File: src/hw/rtl/pthc_pkg.sv
// Shared types, codes and micro-op encoding for the compensation unit.
`default_nettype none
package pthc_pkg;

  typedef enum logic [1:0] {
    OP_TEMP  = 2'd0,
    OP_PRESS = 2'd1,
    OP_HUMID = 2'd2,
    OP_NONE  = 2'd3
  } op_e;

  localparam logic [2:0] REG_TEMP   = 3'd0;
  localparam logic [2:0] REG_PLOW   = 3'd1;
  localparam logic [2:0] REG_PHIGH  = 3'd2;
  localparam logic [2:0] REG_PNINE  = 3'd3;
  localparam logic [2:0] REG_HUMID  = 3'd4;

  // Rounded-up reciprocal of ten scaled by 2^35; exact for every 32-bit dividend.
  localparam logic [31:0] Recip10 = 32'hCCCC_CCCD;

  // Operand selectors for the shared ALU.
  typedef enum logic [4:0] {
    SRC_ACC  = 5'd0,
    SRC_R0   = 5'd1,
    SRC_R1   = 5'd2,
    SRC_R2   = 5'd3,
    SRC_R3   = 5'd4,
    SRC_ADC  = 5'd5,
    SRC_FINE = 5'd6,
    SRC_T1   = 5'd7,
    SRC_T2   = 5'd8,
    SRC_T3   = 5'd9,
    SRC_P1   = 5'd10,
    SRC_P2   = 5'd11,
    SRC_P3   = 5'd12,
    SRC_P4   = 5'd13,
    SRC_P5   = 5'd14,
    SRC_P6   = 5'd15,
    SRC_P7   = 5'd16,
    SRC_P8   = 5'd17,
    SRC_P9   = 5'd18,
    SRC_H1   = 5'd19,
    SRC_H2   = 5'd20,
    SRC_H3   = 5'd21,
    SRC_H4   = 5'd22,
    SRC_H5   = 5'd23,
    SRC_H6   = 5'd24,
    SRC_IMM  = 5'd25
  } src_e;

  // ALU functions. Shift amount comes from the immediate.
  typedef enum logic [3:0] {
    FN_ADD  = 4'd0,
    FN_SUB  = 4'd1,
    FN_MUL  = 4'd2,
    FN_SRA  = 4'd3,
    FN_SRL  = 4'd4,
    FN_SLL  = 4'd5,
    FN_CLMP = 4'd6,
    FN_DIV  = 4'd7,
    FN_MOVA = 4'd8,
    FN_DV10 = 4'd9
  } fn_e;

  typedef enum logic [2:0] {
    DST_ACC  = 3'd0,
    DST_R0   = 3'd1,
    DST_R1   = 3'd2,
    DST_R2   = 3'd3,
    DST_R3   = 3'd4,
    DST_FINE = 3'd5
  } dst_e;

  // One micro-op: dst = a fn b.
  typedef struct packed {
    fn_e         fn;
    src_e        a;
    src_e        b;
    dst_e        dst;
    logic [31:0] imm;
  } uop_t;

  // Controller to datapath.
  typedef struct packed {
    logic  load;      // capture the input beat
    logic  exec;      // run the micro-op this cycle
    logic  div_start; // launch the divider
    logic  zchk;      // latch divisor-zero test on r0
    uop_t  uop;
  } dp_cmd_t;

  // Datapath to controller.
  typedef struct packed {
    logic div_busy;
    logic div_zero;
  } dp_sts_t;

  localparam int unsigned ProgLen = 64;
  localparam int unsigned PcW = 6;

  function automatic uop_t mk(fn_e f, src_e a, src_e b, dst_e d, logic [31:0] i);
    uop_t u;
    u.fn = f; u.a = a; u.b = b; u.dst = d; u.imm = i;
    return u;
  endfunction

  // Temperature program starts at 0.
  localparam logic [PcW-1:0] PC_TEMP = 6'd0;
  localparam logic [PcW-1:0] PC_TEND = 6'd14;
  // Pressure program, phase one ends with divisor in r0.
  localparam logic [PcW-1:0] PC_PRESS = 6'd0;
  localparam logic [PcW-1:0] PC_PDIV  = 6'd21;
  localparam logic [PcW-1:0] PC_PEND  = 6'd39;

  // Temperature micro-program.
  function automatic uop_t temp_rom(logic [PcW-1:0] pc);
    uop_t u;
    case (pc)
      6'd0:  u = mk(FN_SRA, SRC_ADC, SRC_IMM, DST_R0, 32'd3);
      6'd1:  u = mk(FN_SLL, SRC_T1, SRC_IMM, DST_R1, 32'd1);
      6'd2:  u = mk(FN_SUB, SRC_R0, SRC_R1, DST_R0, 32'd0);
      6'd3:  u = mk(FN_MUL, SRC_R0, SRC_T2, DST_R0, 32'd0);
      6'd4:  u = mk(FN_SRA, SRC_R0, SRC_IMM, DST_R0, 32'd11);
      6'd5:  u = mk(FN_SRA, SRC_ADC, SRC_IMM, DST_R1, 32'd4);
      6'd6:  u = mk(FN_SUB, SRC_R1, SRC_T1, DST_R1, 32'd0);
      6'd7:  u = mk(FN_MUL, SRC_R1, SRC_R1, DST_R1, 32'd0);
      6'd8:  u = mk(FN_SRA, SRC_R1, SRC_IMM, DST_R1, 32'd12);
      6'd9:  u = mk(FN_MUL, SRC_R1, SRC_T3, DST_R1, 32'd0);
      6'd10: u = mk(FN_SRA, SRC_R1, SRC_IMM, DST_R1, 32'd14);
      6'd11: u = mk(FN_ADD, SRC_R0, SRC_R1, DST_FINE, 32'd0);
      6'd12: u = mk(FN_MUL, SRC_FINE, SRC_IMM, DST_ACC, 32'd5);
      6'd13: u = mk(FN_ADD, SRC_ACC, SRC_IMM, DST_ACC, 32'd128);
      6'd14: u = mk(FN_SRA, SRC_ACC, SRC_IMM, DST_ACC, 32'd8);
      default: u = mk(FN_MOVA, SRC_ACC, SRC_ACC, DST_ACC, 32'd0);
    endcase
    return u;
  endfunction

  // Pressure micro-program. Step 26 is the divide itself.
  function automatic uop_t press_rom(logic [PcW-1:0] pc);
    uop_t u;
    case (pc)
      // r0 = v1, r1 = sq
      6'd0:  u = mk(FN_SRA, SRC_FINE, SRC_IMM, DST_R0, 32'd1);
      6'd1:  u = mk(FN_SUB, SRC_R0, SRC_IMM, DST_R0, 32'd64000);
      6'd2:  u = mk(FN_SRA, SRC_R0, SRC_IMM, DST_R1, 32'd2);
      6'd3:  u = mk(FN_MUL, SRC_R1, SRC_R1, DST_R1, 32'd0);
      // r2 = v2
      6'd4:  u = mk(FN_SRA, SRC_R1, SRC_IMM, DST_R2, 32'd11);
      6'd5:  u = mk(FN_MUL, SRC_R2, SRC_P6, DST_R2, 32'd0);
      6'd6:  u = mk(FN_MUL, SRC_R0, SRC_P5, DST_ACC, 32'd0);
      6'd7:  u = mk(FN_SLL, SRC_ACC, SRC_IMM, DST_ACC, 32'd1);
      6'd8:  u = mk(FN_ADD, SRC_R2, SRC_ACC, DST_R2, 32'd0);
      6'd9:  u = mk(FN_SRA, SRC_R2, SRC_IMM, DST_R2, 32'd2);
      6'd10: u = mk(FN_SLL, SRC_P4, SRC_IMM, DST_ACC, 32'd16);
      6'd11: u = mk(FN_ADD, SRC_R2, SRC_ACC, DST_R2, 32'd0);
      // new v1 into r0
      6'd12: u = mk(FN_SRA, SRC_R1, SRC_IMM, DST_R1, 32'd13);
      6'd13: u = mk(FN_MUL, SRC_P3, SRC_R1, DST_R1, 32'd0);
      6'd14: u = mk(FN_SRA, SRC_R1, SRC_IMM, DST_R1, 32'd3);
      6'd15: u = mk(FN_MUL, SRC_P2, SRC_R0, DST_R0, 32'd0);
      6'd16: u = mk(FN_SRA, SRC_R0, SRC_IMM, DST_R0, 32'd1);
      6'd17: u = mk(FN_ADD, SRC_R1, SRC_R0, DST_R0, 32'd0);
      6'd18: u = mk(FN_SRA, SRC_R0, SRC_IMM, DST_R0, 32'd18);
      6'd19: u = mk(FN_ADD, SRC_R0, SRC_IMM, DST_R0, 32'd32768);
      6'd20: u = mk(FN_MUL, SRC_R0, SRC_P1, DST_R0, 32'd0);
      6'd21: u = mk(FN_SRA, SRC_R0, SRC_IMM, DST_R0, 32'd15);
      // acc = p numerator: (1048576 - adc - (v2>>12)) * 3125
      6'd22: u = mk(FN_SUB, SRC_IMM, SRC_ADC, DST_ACC, 32'd1048576);
      6'd23: u = mk(FN_SRA, SRC_R2, SRC_IMM, DST_R2, 32'd12);
      6'd24: u = mk(FN_SUB, SRC_ACC, SRC_R2, DST_ACC, 32'd0);
      6'd25: u = mk(FN_MUL, SRC_ACC, SRC_IMM, DST_ACC, 32'd3125);
      6'd26: u = mk(FN_DIV, SRC_ACC, SRC_R0, DST_ACC, 32'd0);
      // post-divide correction, p in acc
      6'd27: u = mk(FN_SRL, SRC_ACC, SRC_IMM, DST_R0, 32'd3);
      6'd28: u = mk(FN_MUL, SRC_R0, SRC_R0, DST_R0, 32'd0);
      6'd29: u = mk(FN_SRL, SRC_R0, SRC_IMM, DST_R0, 32'd13);
      6'd30: u = mk(FN_MUL, SRC_P9, SRC_R0, DST_R0, 32'd0);
      6'd31: u = mk(FN_SRA, SRC_R0, SRC_IMM, DST_R0, 32'd12);
      6'd32: u = mk(FN_SRL, SRC_ACC, SRC_IMM, DST_R1, 32'd2);
      6'd33: u = mk(FN_MUL, SRC_R1, SRC_P8, DST_R1, 32'd0);
      6'd34: u = mk(FN_SRA, SRC_R1, SRC_IMM, DST_R1, 32'd13);
      6'd35: u = mk(FN_ADD, SRC_R0, SRC_R1, DST_R0, 32'd0);
      6'd36: u = mk(FN_ADD, SRC_R0, SRC_P7, DST_R0, 32'd0);
      6'd37: u = mk(FN_SRA, SRC_R0, SRC_IMM, DST_R0, 32'd4);
      6'd38: u = mk(FN_ADD, SRC_ACC, SRC_R0, DST_ACC, 32'd0);
      6'd39: u = mk(FN_DV10, SRC_ACC, SRC_ACC, DST_ACC, 32'd0);
      default: u = mk(FN_MOVA, SRC_ACC, SRC_ACC, DST_ACC, 32'd0);
    endcase
    return u;
  endfunction

  // Humidity micro-program.
  function automatic uop_t humid_rom(logic [PcW-1:0] pc);
    uop_t u;
    case (pc)
      // r3 = v = fine - 76800
      6'd0:  u = mk(FN_SUB, SRC_FINE, SRC_IMM, DST_R3, 32'd76800);
      // r0 = x
      6'd1:  u = mk(FN_SLL, SRC_ADC, SRC_IMM, DST_R0, 32'd14);
      6'd2:  u = mk(FN_SLL, SRC_H4, SRC_IMM, DST_ACC, 32'd20);
      6'd3:  u = mk(FN_SUB, SRC_R0, SRC_ACC, DST_R0, 32'd0);
      6'd4:  u = mk(FN_MUL, SRC_H5, SRC_R3, DST_ACC, 32'd0);
      6'd5:  u = mk(FN_SUB, SRC_R0, SRC_ACC, DST_R0, 32'd0);
      6'd6:  u = mk(FN_ADD, SRC_R0, SRC_IMM, DST_R0, 32'd16384);
      6'd7:  u = mk(FN_SRA, SRC_R0, SRC_IMM, DST_R0, 32'd15);
      // r1 = y, r2 = z
      6'd8:  u = mk(FN_MUL, SRC_R3, SRC_H6, DST_R1, 32'd0);
      6'd9:  u = mk(FN_SRA, SRC_R1, SRC_IMM, DST_R1, 32'd10);
      6'd10: u = mk(FN_MUL, SRC_R3, SRC_H3, DST_R2, 32'd0);
      6'd11: u = mk(FN_SRA, SRC_R2, SRC_IMM, DST_R2, 32'd11);
      6'd12: u = mk(FN_ADD, SRC_R2, SRC_IMM, DST_R2, 32'd32768);
      6'd13: u = mk(FN_MUL, SRC_R1, SRC_R2, DST_R1, 32'd0);
      6'd14: u = mk(FN_SRA, SRC_R1, SRC_IMM, DST_R1, 32'd10);
      6'd15: u = mk(FN_ADD, SRC_R1, SRC_IMM, DST_R1, 32'd2097152);
      6'd16: u = mk(FN_MUL, SRC_R1, SRC_H2, DST_R1, 32'd0);
      6'd17: u = mk(FN_ADD, SRC_R1, SRC_IMM, DST_R1, 32'd8192);
      6'd18: u = mk(FN_SRA, SRC_R1, SRC_IMM, DST_R1, 32'd14);
      // r3 = v = x*y, r2 = s
      6'd19: u = mk(FN_MUL, SRC_R0, SRC_R1, DST_R3, 32'd0);
      6'd20: u = mk(FN_SRA, SRC_R3, SRC_IMM, DST_R2, 32'd15);
      6'd21: u = mk(FN_MUL, SRC_R2, SRC_R2, DST_R2, 32'd0);
      6'd22: u = mk(FN_SRA, SRC_R2, SRC_IMM, DST_R2, 32'd7);
      6'd23: u = mk(FN_MUL, SRC_R2, SRC_H1, DST_R2, 32'd0);
      6'd24: u = mk(FN_SRA, SRC_R2, SRC_IMM, DST_R2, 32'd4);
      6'd25: u = mk(FN_SUB, SRC_R3, SRC_R2, DST_ACC, 32'd0);
      6'd26: u = mk(FN_CLMP, SRC_ACC, SRC_IMM, DST_ACC, 32'd419430400);
      6'd27: u = mk(FN_SRL, SRC_ACC, SRC_IMM, DST_ACC, 32'd12);
      6'd28: u = mk(FN_MUL, SRC_ACC, SRC_IMM, DST_ACC, 32'd125);
      6'd29: u = mk(FN_SRL, SRC_ACC, SRC_IMM, DST_ACC, 32'd7);
      default: u = mk(FN_MOVA, SRC_ACC, SRC_ACC, DST_ACC, 32'd0);
    endcase
    return u;
  endfunction

  localparam logic [PcW-1:0] PC_HEND = 6'd29;
  localparam logic [PcW-1:0] PC_PZCHK = 6'd22;

endpackage
`default_nettype wire

File: src/hw/rtl/pthc_divider.sv
// Restoring 32-bit unsigned divider, one quotient bit per cycle.
`default_nettype none
module pthc_divider (
  input  wire logic        clk_i,
  input  wire logic        rst_ni,
  input  wire logic        start_i,
  input  wire logic [31:0] dividend_i,
  input  wire logic [31:0] divisor_i,
  output logic             busy_o,
  output logic [31:0]      quotient_o
);

  logic [31:0] quo_q, quo_d;
  logic [31:0] rem_q, rem_d;
  logic [31:0] dvs_q, dvs_d;
  logic [5:0]  cnt_q, cnt_d;
  logic [32:0] trial;

  // One shift-subtract step per cycle.
  always_comb begin
    quo_d = quo_q;
    rem_d = rem_q;
    dvs_d = dvs_q;
    cnt_d = cnt_q;
    trial = {rem_q, quo_q[31]} - {1'b0, dvs_q};
    if (start_i) begin
      quo_d = dividend_i;
      rem_d = '0;
      dvs_d = divisor_i;
      cnt_d = 6'd32;
    end else if (cnt_q != 6'd0) begin
      if (!trial[32]) begin
        rem_d = trial[31:0];
        quo_d = {quo_q[30:0], 1'b1};
      end else begin
        rem_d = {rem_q[30:0], quo_q[31]};
        quo_d = {quo_q[30:0], 1'b0};
      end
      cnt_d = cnt_q - 6'd1;
    end
  end

  always_ff @(posedge clk_i or negedge rst_ni) begin
    if (!rst_ni) begin
      cnt_q <= '0;
    end else begin
      cnt_q <= cnt_d;
    end
  end

  always_ff @(posedge clk_i) begin
    quo_q <= quo_d;
    rem_q <= rem_d;
    dvs_q <= dvs_d;
  end

  assign busy_o     = (cnt_q != 6'd0);
  assign quotient_o = quo_q;

endmodule
`default_nettype wire

File: src/hw/rtl/pthc_datapath.sv
// Register file, shared ALU and divider for the compensation sequences.
`default_nettype none
module pthc_datapath (
  input  wire logic              clk_i,
  input  wire logic              rst_ni,
  input  wire pthc_pkg::dp_cmd_t cmd_i,
  output pthc_pkg::dp_sts_t      sts_o,
  input  wire logic [19:0]       raw_i,
  input  wire logic              humid_i,
  input  wire logic [47:0]       temp_coeffs_i,
  input  wire logic [63:0]       plow_i,
  input  wire logic [63:0]       phigh_i,
  input  wire logic [15:0]       pnine_i,
  input  wire logic [63:0]       hcoef_i,
  output logic [31:0]            acc_o
);

  logic [31:0] acc_q, r0_q, r1_q, r2_q, r3_q, fine_q, adc_q;
  logic [31:0] res;
  logic [31:0] opa, opb;
  logic        dz_q;
  logic [31:0] div_q;
  logic        div_busy;
  logic [31:0] div_num;
  logic [31:0] shl1;
  logic [63:0] prod10;

  function automatic logic [31:0] pick(pthc_pkg::src_e s, logic [31:0] acc, logic [31:0] r0,
      logic [31:0] r1, logic [31:0] r2, logic [31:0] r3, logic [31:0] adc, logic [31:0] fine,
      logic [31:0] imm, logic [47:0] tc, logic [63:0] pl, logic [63:0] ph, logic [15:0] p9,
      logic [63:0] hc);
    logic [31:0] v;
    case (s)
      pthc_pkg::SRC_ACC:  v = acc;
      pthc_pkg::SRC_R0:   v = r0;
      pthc_pkg::SRC_R1:   v = r1;
      pthc_pkg::SRC_R2:   v = r2;
      pthc_pkg::SRC_R3:   v = r3;
      pthc_pkg::SRC_ADC:  v = adc;
      pthc_pkg::SRC_FINE: v = fine;
      pthc_pkg::SRC_T1:   v = {16'd0, tc[15:0]};
      pthc_pkg::SRC_T2:   v = {{16{tc[31]}}, tc[31:16]};
      pthc_pkg::SRC_T3:   v = {{16{tc[47]}}, tc[47:32]};
      pthc_pkg::SRC_P1:   v = {16'd0, pl[15:0]};
      pthc_pkg::SRC_P2:   v = {{16{pl[31]}}, pl[31:16]};
      pthc_pkg::SRC_P3:   v = {{16{pl[47]}}, pl[47:32]};
      pthc_pkg::SRC_P4:   v = {{16{pl[63]}}, pl[63:48]};
      pthc_pkg::SRC_P5:   v = {{16{ph[15]}}, ph[15:0]};
      pthc_pkg::SRC_P6:   v = {{16{ph[31]}}, ph[31:16]};
      pthc_pkg::SRC_P7:   v = {{16{ph[47]}}, ph[47:32]};
      pthc_pkg::SRC_P8:   v = {{16{ph[63]}}, ph[63:48]};
      pthc_pkg::SRC_P9:   v = {{16{p9[15]}}, p9};
      pthc_pkg::SRC_H1:   v = {24'd0, hc[7:0]};
      pthc_pkg::SRC_H2:   v = {{16{hc[23]}}, hc[23:8]};
      pthc_pkg::SRC_H3:   v = {24'd0, hc[31:24]};
      pthc_pkg::SRC_H4:   v = {{20{hc[43]}}, hc[43:32]};
      pthc_pkg::SRC_H5:   v = {{20{hc[55]}}, hc[55:44]};
      pthc_pkg::SRC_H6:   v = {{24{hc[63]}}, hc[63:56]};
      pthc_pkg::SRC_IMM:  v = imm;
      default:            v = '0;
    endcase
    return v;
  endfunction

  // Operand selection.
  always_comb begin
    opa = pick(cmd_i.uop.a, acc_q, r0_q, r1_q, r2_q, r3_q, adc_q, fine_q, cmd_i.uop.imm,
               temp_coeffs_i, plow_i, phigh_i, pnine_i, hcoef_i);
    opb = pick(cmd_i.uop.b, acc_q, r0_q, r1_q, r2_q, r3_q, adc_q, fine_q, cmd_i.uop.imm,
               temp_coeffs_i, plow_i, phigh_i, pnine_i, hcoef_i);
  end

  // The divide takes (p<<1)/v1 when p is below 2^31, else p/v1 then doubled.
  assign div_num = opa[31] ? opa : {opa[30:0], 1'b0};
  assign shl1    = {div_q[30:0], 1'b0};

  // Division by ten as a multiplication by the scaled reciprocal.
  assign prod10 = {32'd0, opa} * {32'd0, pthc_pkg::Recip10};

  pthc_divider u_div (
    .clk_i      (clk_i),
    .rst_ni     (rst_ni),
    .start_i    (cmd_i.div_start),
    .dividend_i (div_num),
    .divisor_i  (opb),
    .busy_o     (div_busy),
    .quotient_o (div_q)
  );

  logic big_q;

  // Shared ALU.
  always_comb begin
    case (cmd_i.uop.fn)
      pthc_pkg::FN_ADD:  res = opa + opb;
      pthc_pkg::FN_SUB:  res = opa - opb;
      pthc_pkg::FN_MUL:  res = 32'(opa * opb);
      pthc_pkg::FN_SRA:  res = 32'($signed(opa) >>> opb[4:0]);
      pthc_pkg::FN_SRL:  res = opa >> opb[4:0];
      pthc_pkg::FN_SLL:  res = opa << opb[4:0];
      pthc_pkg::FN_CLMP: res = opa[31] ? 32'd0 : ((opa > opb) ? opb : opa);
      pthc_pkg::FN_DIV:  res = big_q ? shl1 : div_q;
      pthc_pkg::FN_MOVA: res = opa;
      pthc_pkg::FN_DV10: res = {3'd0, prod10[63:35]};
      default:           res = opa;
    endcase
  end

  // Result write-back and input capture.
  always_ff @(posedge clk_i or negedge rst_ni) begin
    if (!rst_ni) begin
      fine_q <= '0;
      dz_q   <= 1'b0;
      big_q  <= 1'b0;
    end else begin
      if (cmd_i.load) begin
        dz_q <= 1'b0;
      end
      if (cmd_i.zchk) begin
        dz_q <= (r0_q == 32'd0);
      end
      if (cmd_i.div_start) begin
        big_q <= opa[31];
      end
      if (cmd_i.exec && cmd_i.uop.dst == pthc_pkg::DST_FINE) begin
        fine_q <= res;
      end
    end
  end

  always_ff @(posedge clk_i) begin
    if (cmd_i.load) begin
      adc_q <= humid_i ? {16'd0, raw_i[15:0]} : {12'd0, raw_i};
      acc_q <= '0;
    end else if (cmd_i.exec) begin
      case (cmd_i.uop.dst)
        pthc_pkg::DST_ACC: acc_q <= res;
        pthc_pkg::DST_R0:  r0_q  <= res;
        pthc_pkg::DST_R1:  r1_q  <= res;
        pthc_pkg::DST_R2:  r2_q  <= res;
        pthc_pkg::DST_R3:  r3_q  <= res;
        default:           acc_q <= acc_q;
      endcase
    end
  end

  assign sts_o.div_busy = div_busy;
  assign sts_o.div_zero = dz_q;
  assign acc_o          = acc_q;

endmodule
`default_nettype wire

File: config.mk
export PLATFORM = sky130hd
export DESIGN_NAME = pthc_datapath
export DESIGN_NICKNAME = d
export VERILOG_FILES = /design/src/hw/rtl/pthc_pkg.sv /design/src/hw/rtl/pthc_divider.sv /design/src/hw/rtl/pthc_datapath.sv
export SDC_FILE = /design/constraint.sdc
export NUM_CORES = 2
export LEC_CHECK = 0
export CAP_MARGIN = 40
export CELL_PAD_IN_SITES_DETAIL_PLACEMENT = 1
export CELL_PAD_IN_SITES_GLOBAL_PLACEMENT = 1
export CORE_MARGIN = 1.5
export CORE_UTILIZATION = 45
export CTS_CLUSTER_DIAMETER = 200
export DETAILED_ROUTE_END_ITERATION = 10
export DONT_BUFFER_PORTS = 1
export HOLD_SLACK_MARGIN = 0.1
export PLACE_DENSITY_LB_ADDON = 0.1
export SETUP_SLACK_MARGIN = 0.02
export SLEW_MARGIN = 20
export SYNTH_ARGS = -nofsm -noshare
export SYNTH_HDL_FRONTEND = slang
export SYNTH_SLANG_ARGS = --single-unit
File: constraint.sdc
create_clock -name clk_i -period 13.3 [get_ports clk_i]
set_input_delay 3.99 -clock clk_i [delete_from_list [all_inputs] [get_ports clk_i]]
set_output_delay 3.99 -clock clk_i [all_outputs]
set_load 0.01 [all_outputs]
==> reports/metrics.yaml <==
status: "complete, no violations"
min_period_ns: 13.21
grt_pass1_vias: 67920
grt_pass1_wl_um: 505200
ant_nets: 0
io_pins: 366
wirelength_um: 359800
core_um2: 137500
rsz0062_at_grt: "yes"
critPathCaptureType: "flip-flop"
synth_top_area_share_pct: 26.40
yosysWarnings: 0
syn_to_final_growth_pct: 21.16
synth-edff-count: 212
maxClockFrequency_ghz: 0.07568
design.die.area_um2: 141000
yosys-top-cells-area: "fa_1, ha_1, edfxtp_1"
hold_path_depth: 2
die_h_um: 375.4
finalSetupViolations: 0
ctsLongestPathBuffers: 3
cts_buffers: 44
r2r_cells: 41
hold_buffers: 0
crit_top_cell: "inv_1"
syn_area_um2: 62420
drv_cap: 0
io_buffers: 0
dr.pass1.iters: 7
r2r_slack_ns: 3.43
hold_violations: 0
crit_arrival_ns: 13.60
cts_sinks: 316
timing.final.crit_share_pct: 99.35
dp.final_hpwl_um: 299300
path_class: "input pin to flip-flop"
ys_ff_latch: 316
gp_congestion: 1.097
vias_per_cell: 6.591
vias: 65250
rows: 136
avgSynthCellArea_um2: 8.714
critPathLaunchType: "input pin"
yosysMostFrequentCell: "inv_1"
cp_max_fo: 20
synth_top_flop_cell: "edfxtp_1"
grt_max_degree: 94
cts_root_buf: "clkbuf_16"
reg2reg_to: "r3_q[12]$_DFFE_PP_"
required_ns: 13.69
r2r_start: "acc_o[9]$_SDFFE_PP0P_"
drtIter0Drc: 8349
yosysSeqAreaShare_pct: 13.86
grt-ovfl-total: 0
gr-usage-all-layers_pct: 50.31
netlist_top_cells_count: "inv_1, fa_1, nor2_1"
ys_async_sr_fraction_pct: 12.66
slew_headroom_pct: 26.40
worst_hold_path.endpoint: "u_div.rem_q[3]$_SDFFE_PP0P_"
cpMaxStageDelayCell: "fa_2"
drive_above_1_share_pct: 20.03
cpPeakStageDelay_ns: 0.58
clk-insertion-delay-late_ns: 0.67
worst_pin_slew_ns: 1.104
fin_nets: 9741
hold_path.class: "flip-flop to flip-flop"
htreeDepth: 2
path_clk_slew_ns: 0.06
antenna_found_initial: 43
die_x_um: 375.4
finalMaxSlewViolations: 0
setup_tns_ns: 0
syn_nets: 8877
hp-start: "u_div.rem_q[2]$_SDFFE_PP0P_"
routedWlPerCell_um: 36.34
fin_worst_skew_ns: 0.05224
synth.distinct_cells: 112
synthCells: 7163
yosys.area.top_type: "fa_1"
drcViolationCount: 0
initial_core_util_pct: 45.40
cts_tree: "yes"
-- cell type report --
cell class,instances,area (um2)
timing repair buffer,1224,10260
inverter,1258,4757
sequential,316,8650
clock buffer,56,1230
antenna,43,107.6
clock inverter,26,266.5
multi-input combinational,5183,48110
fill,16070,61870
tap,1794,2245
-- worst max-delay path: cells and delay by family --
kind | cells | cell delay, ns
XOR/XNOR | 1 | 0.32
adder cells (fa/ha/maj) | 9 | 4.09
buffers and inverters | 13 | 1.57
AND/OR/NAND/NOR | 5 | 1.38
AO/OA/AOI/OAI | 11 | 2.21
-- through the flow --
| step | setup WS (ns) | hold WS [ns] | std cells | area, um2 | util (%) |
|---|---|---|---|---|---|
| floorplan | 0.006327 | 0.4394 | 7163 | 62450 | - |
| global placement | -1.078 | 0.4566 | 9741 | 72790 | 52.94 |
| detailed placement | -1.323 | 0.4843 | 9753 | 72920 | 53.03 |
| CTS | 0.01625 | 0.4903 | 9835 | 74550 | 54.22 |
| global route | -0.1051 | 0.5237 | 9880 | 75580 | 54.97 |
| finish | 0.08645 | 0.4978 | 9900 | 75630 | 55.00 |
-- layout by cell type, fill, tap and decap left out, drive strengths merged, types with 34 or more instances in the layout --
cell and n:
inv 1244, buf 1224, fa 823, nor2 576, ha 559, nand2 534
nand3 276, o21ai 234, a21oi 224, edfxtp 212, mux2i 205, a22oi 172
and3 146, nor3 99, nand4 95, xnor2 94, a211oi 86, a21o 83
dfxtp 64, a22o 64, and2 58, clkbuf 56, mux2 51, a2111oi 51
nor2b 48, nand2b 47, xor2 46, diode 43, dfrtp 40, o211ai 39
a221oi 38, o21a 35, nor4 34
-- state kept, by name (all words and copies together) (netlist names) --
register and count:
r2_q 32, r0_q 32, fine_q 32, r3_q 32
u_div.dvs_q 32, u_div.rem_q 32, big_q 1, u_div.cnt_q 6
adc_q 20, r1_q 32, acc_o 32, dz_q 1
u_div.quotient_o 32
-- timing repair --
action                                  in CTS  in global routing
gates resized for setup                     29                176
pin swaps                                    2                 47
cloned                                       0                  1
setup buffers                                0                 19
endpoints found under the setup margin     102                176
-- cell families after synthesis --
family	count (synthesis)	synth area share (%)
AO/OA/AOI/OAI	1344	15.27
multiplexers	257	4.256
flip-flops	316	13.86
XOR/XNOR	145	2.145
adder cells (fa/ha/maj)	1382	37.60
AND/OR/NAND/NOR	2054	16.16
buffers and inverters	1665	10.71
-- worst max-delay path by stage --
stage / startpoint / endpoint / slack (ns) / cells after the start
floorplan: cmd_i[37] / fine_q[31]$_DFFE_PN0P_ / 0.006 / 41
global placement: cmd_i[37] / r0_q[23]$_DFFE_PP_ / -1.08 / 36
detailed placement: cmd_i[36] / r2_q[23]$_DFFE_PP_ / -1.32 / 34
CTS: cmd_i[40] / fine_q[8]$_DFFE_PN0P_ / 0.02 / 39
global route: cmd_i[42] / r3_q[12]$_DFFE_PP_ / -0.11 / 43
finish: cmd_i[41] / r3_q[12]$_DFFE_PP_ / 0.09 / 39
-- routing by layer --
| metal | part of all wire (%) | up-vias | GRT usage [%] | wire (um) |
|---|---|---|---|---|
| li1 | - | 26170 | - | - |
| met5 | 0.041 | - | 0.03431 | 146 |
| met2 | 42 | 4695 | 74.10 | 150300 |
| met1 | 36 | 32870 | 60.95 | 129200 |
| met3 | 13 | 1493 | 16.57 | 46140 |
| met4 | 9.5 | 22 | 38.11 | 34010 |
Power is left out: the tool's default activity adds up to more than one toggle a clock period on the data nets, which glitch-free logic cannot reach.
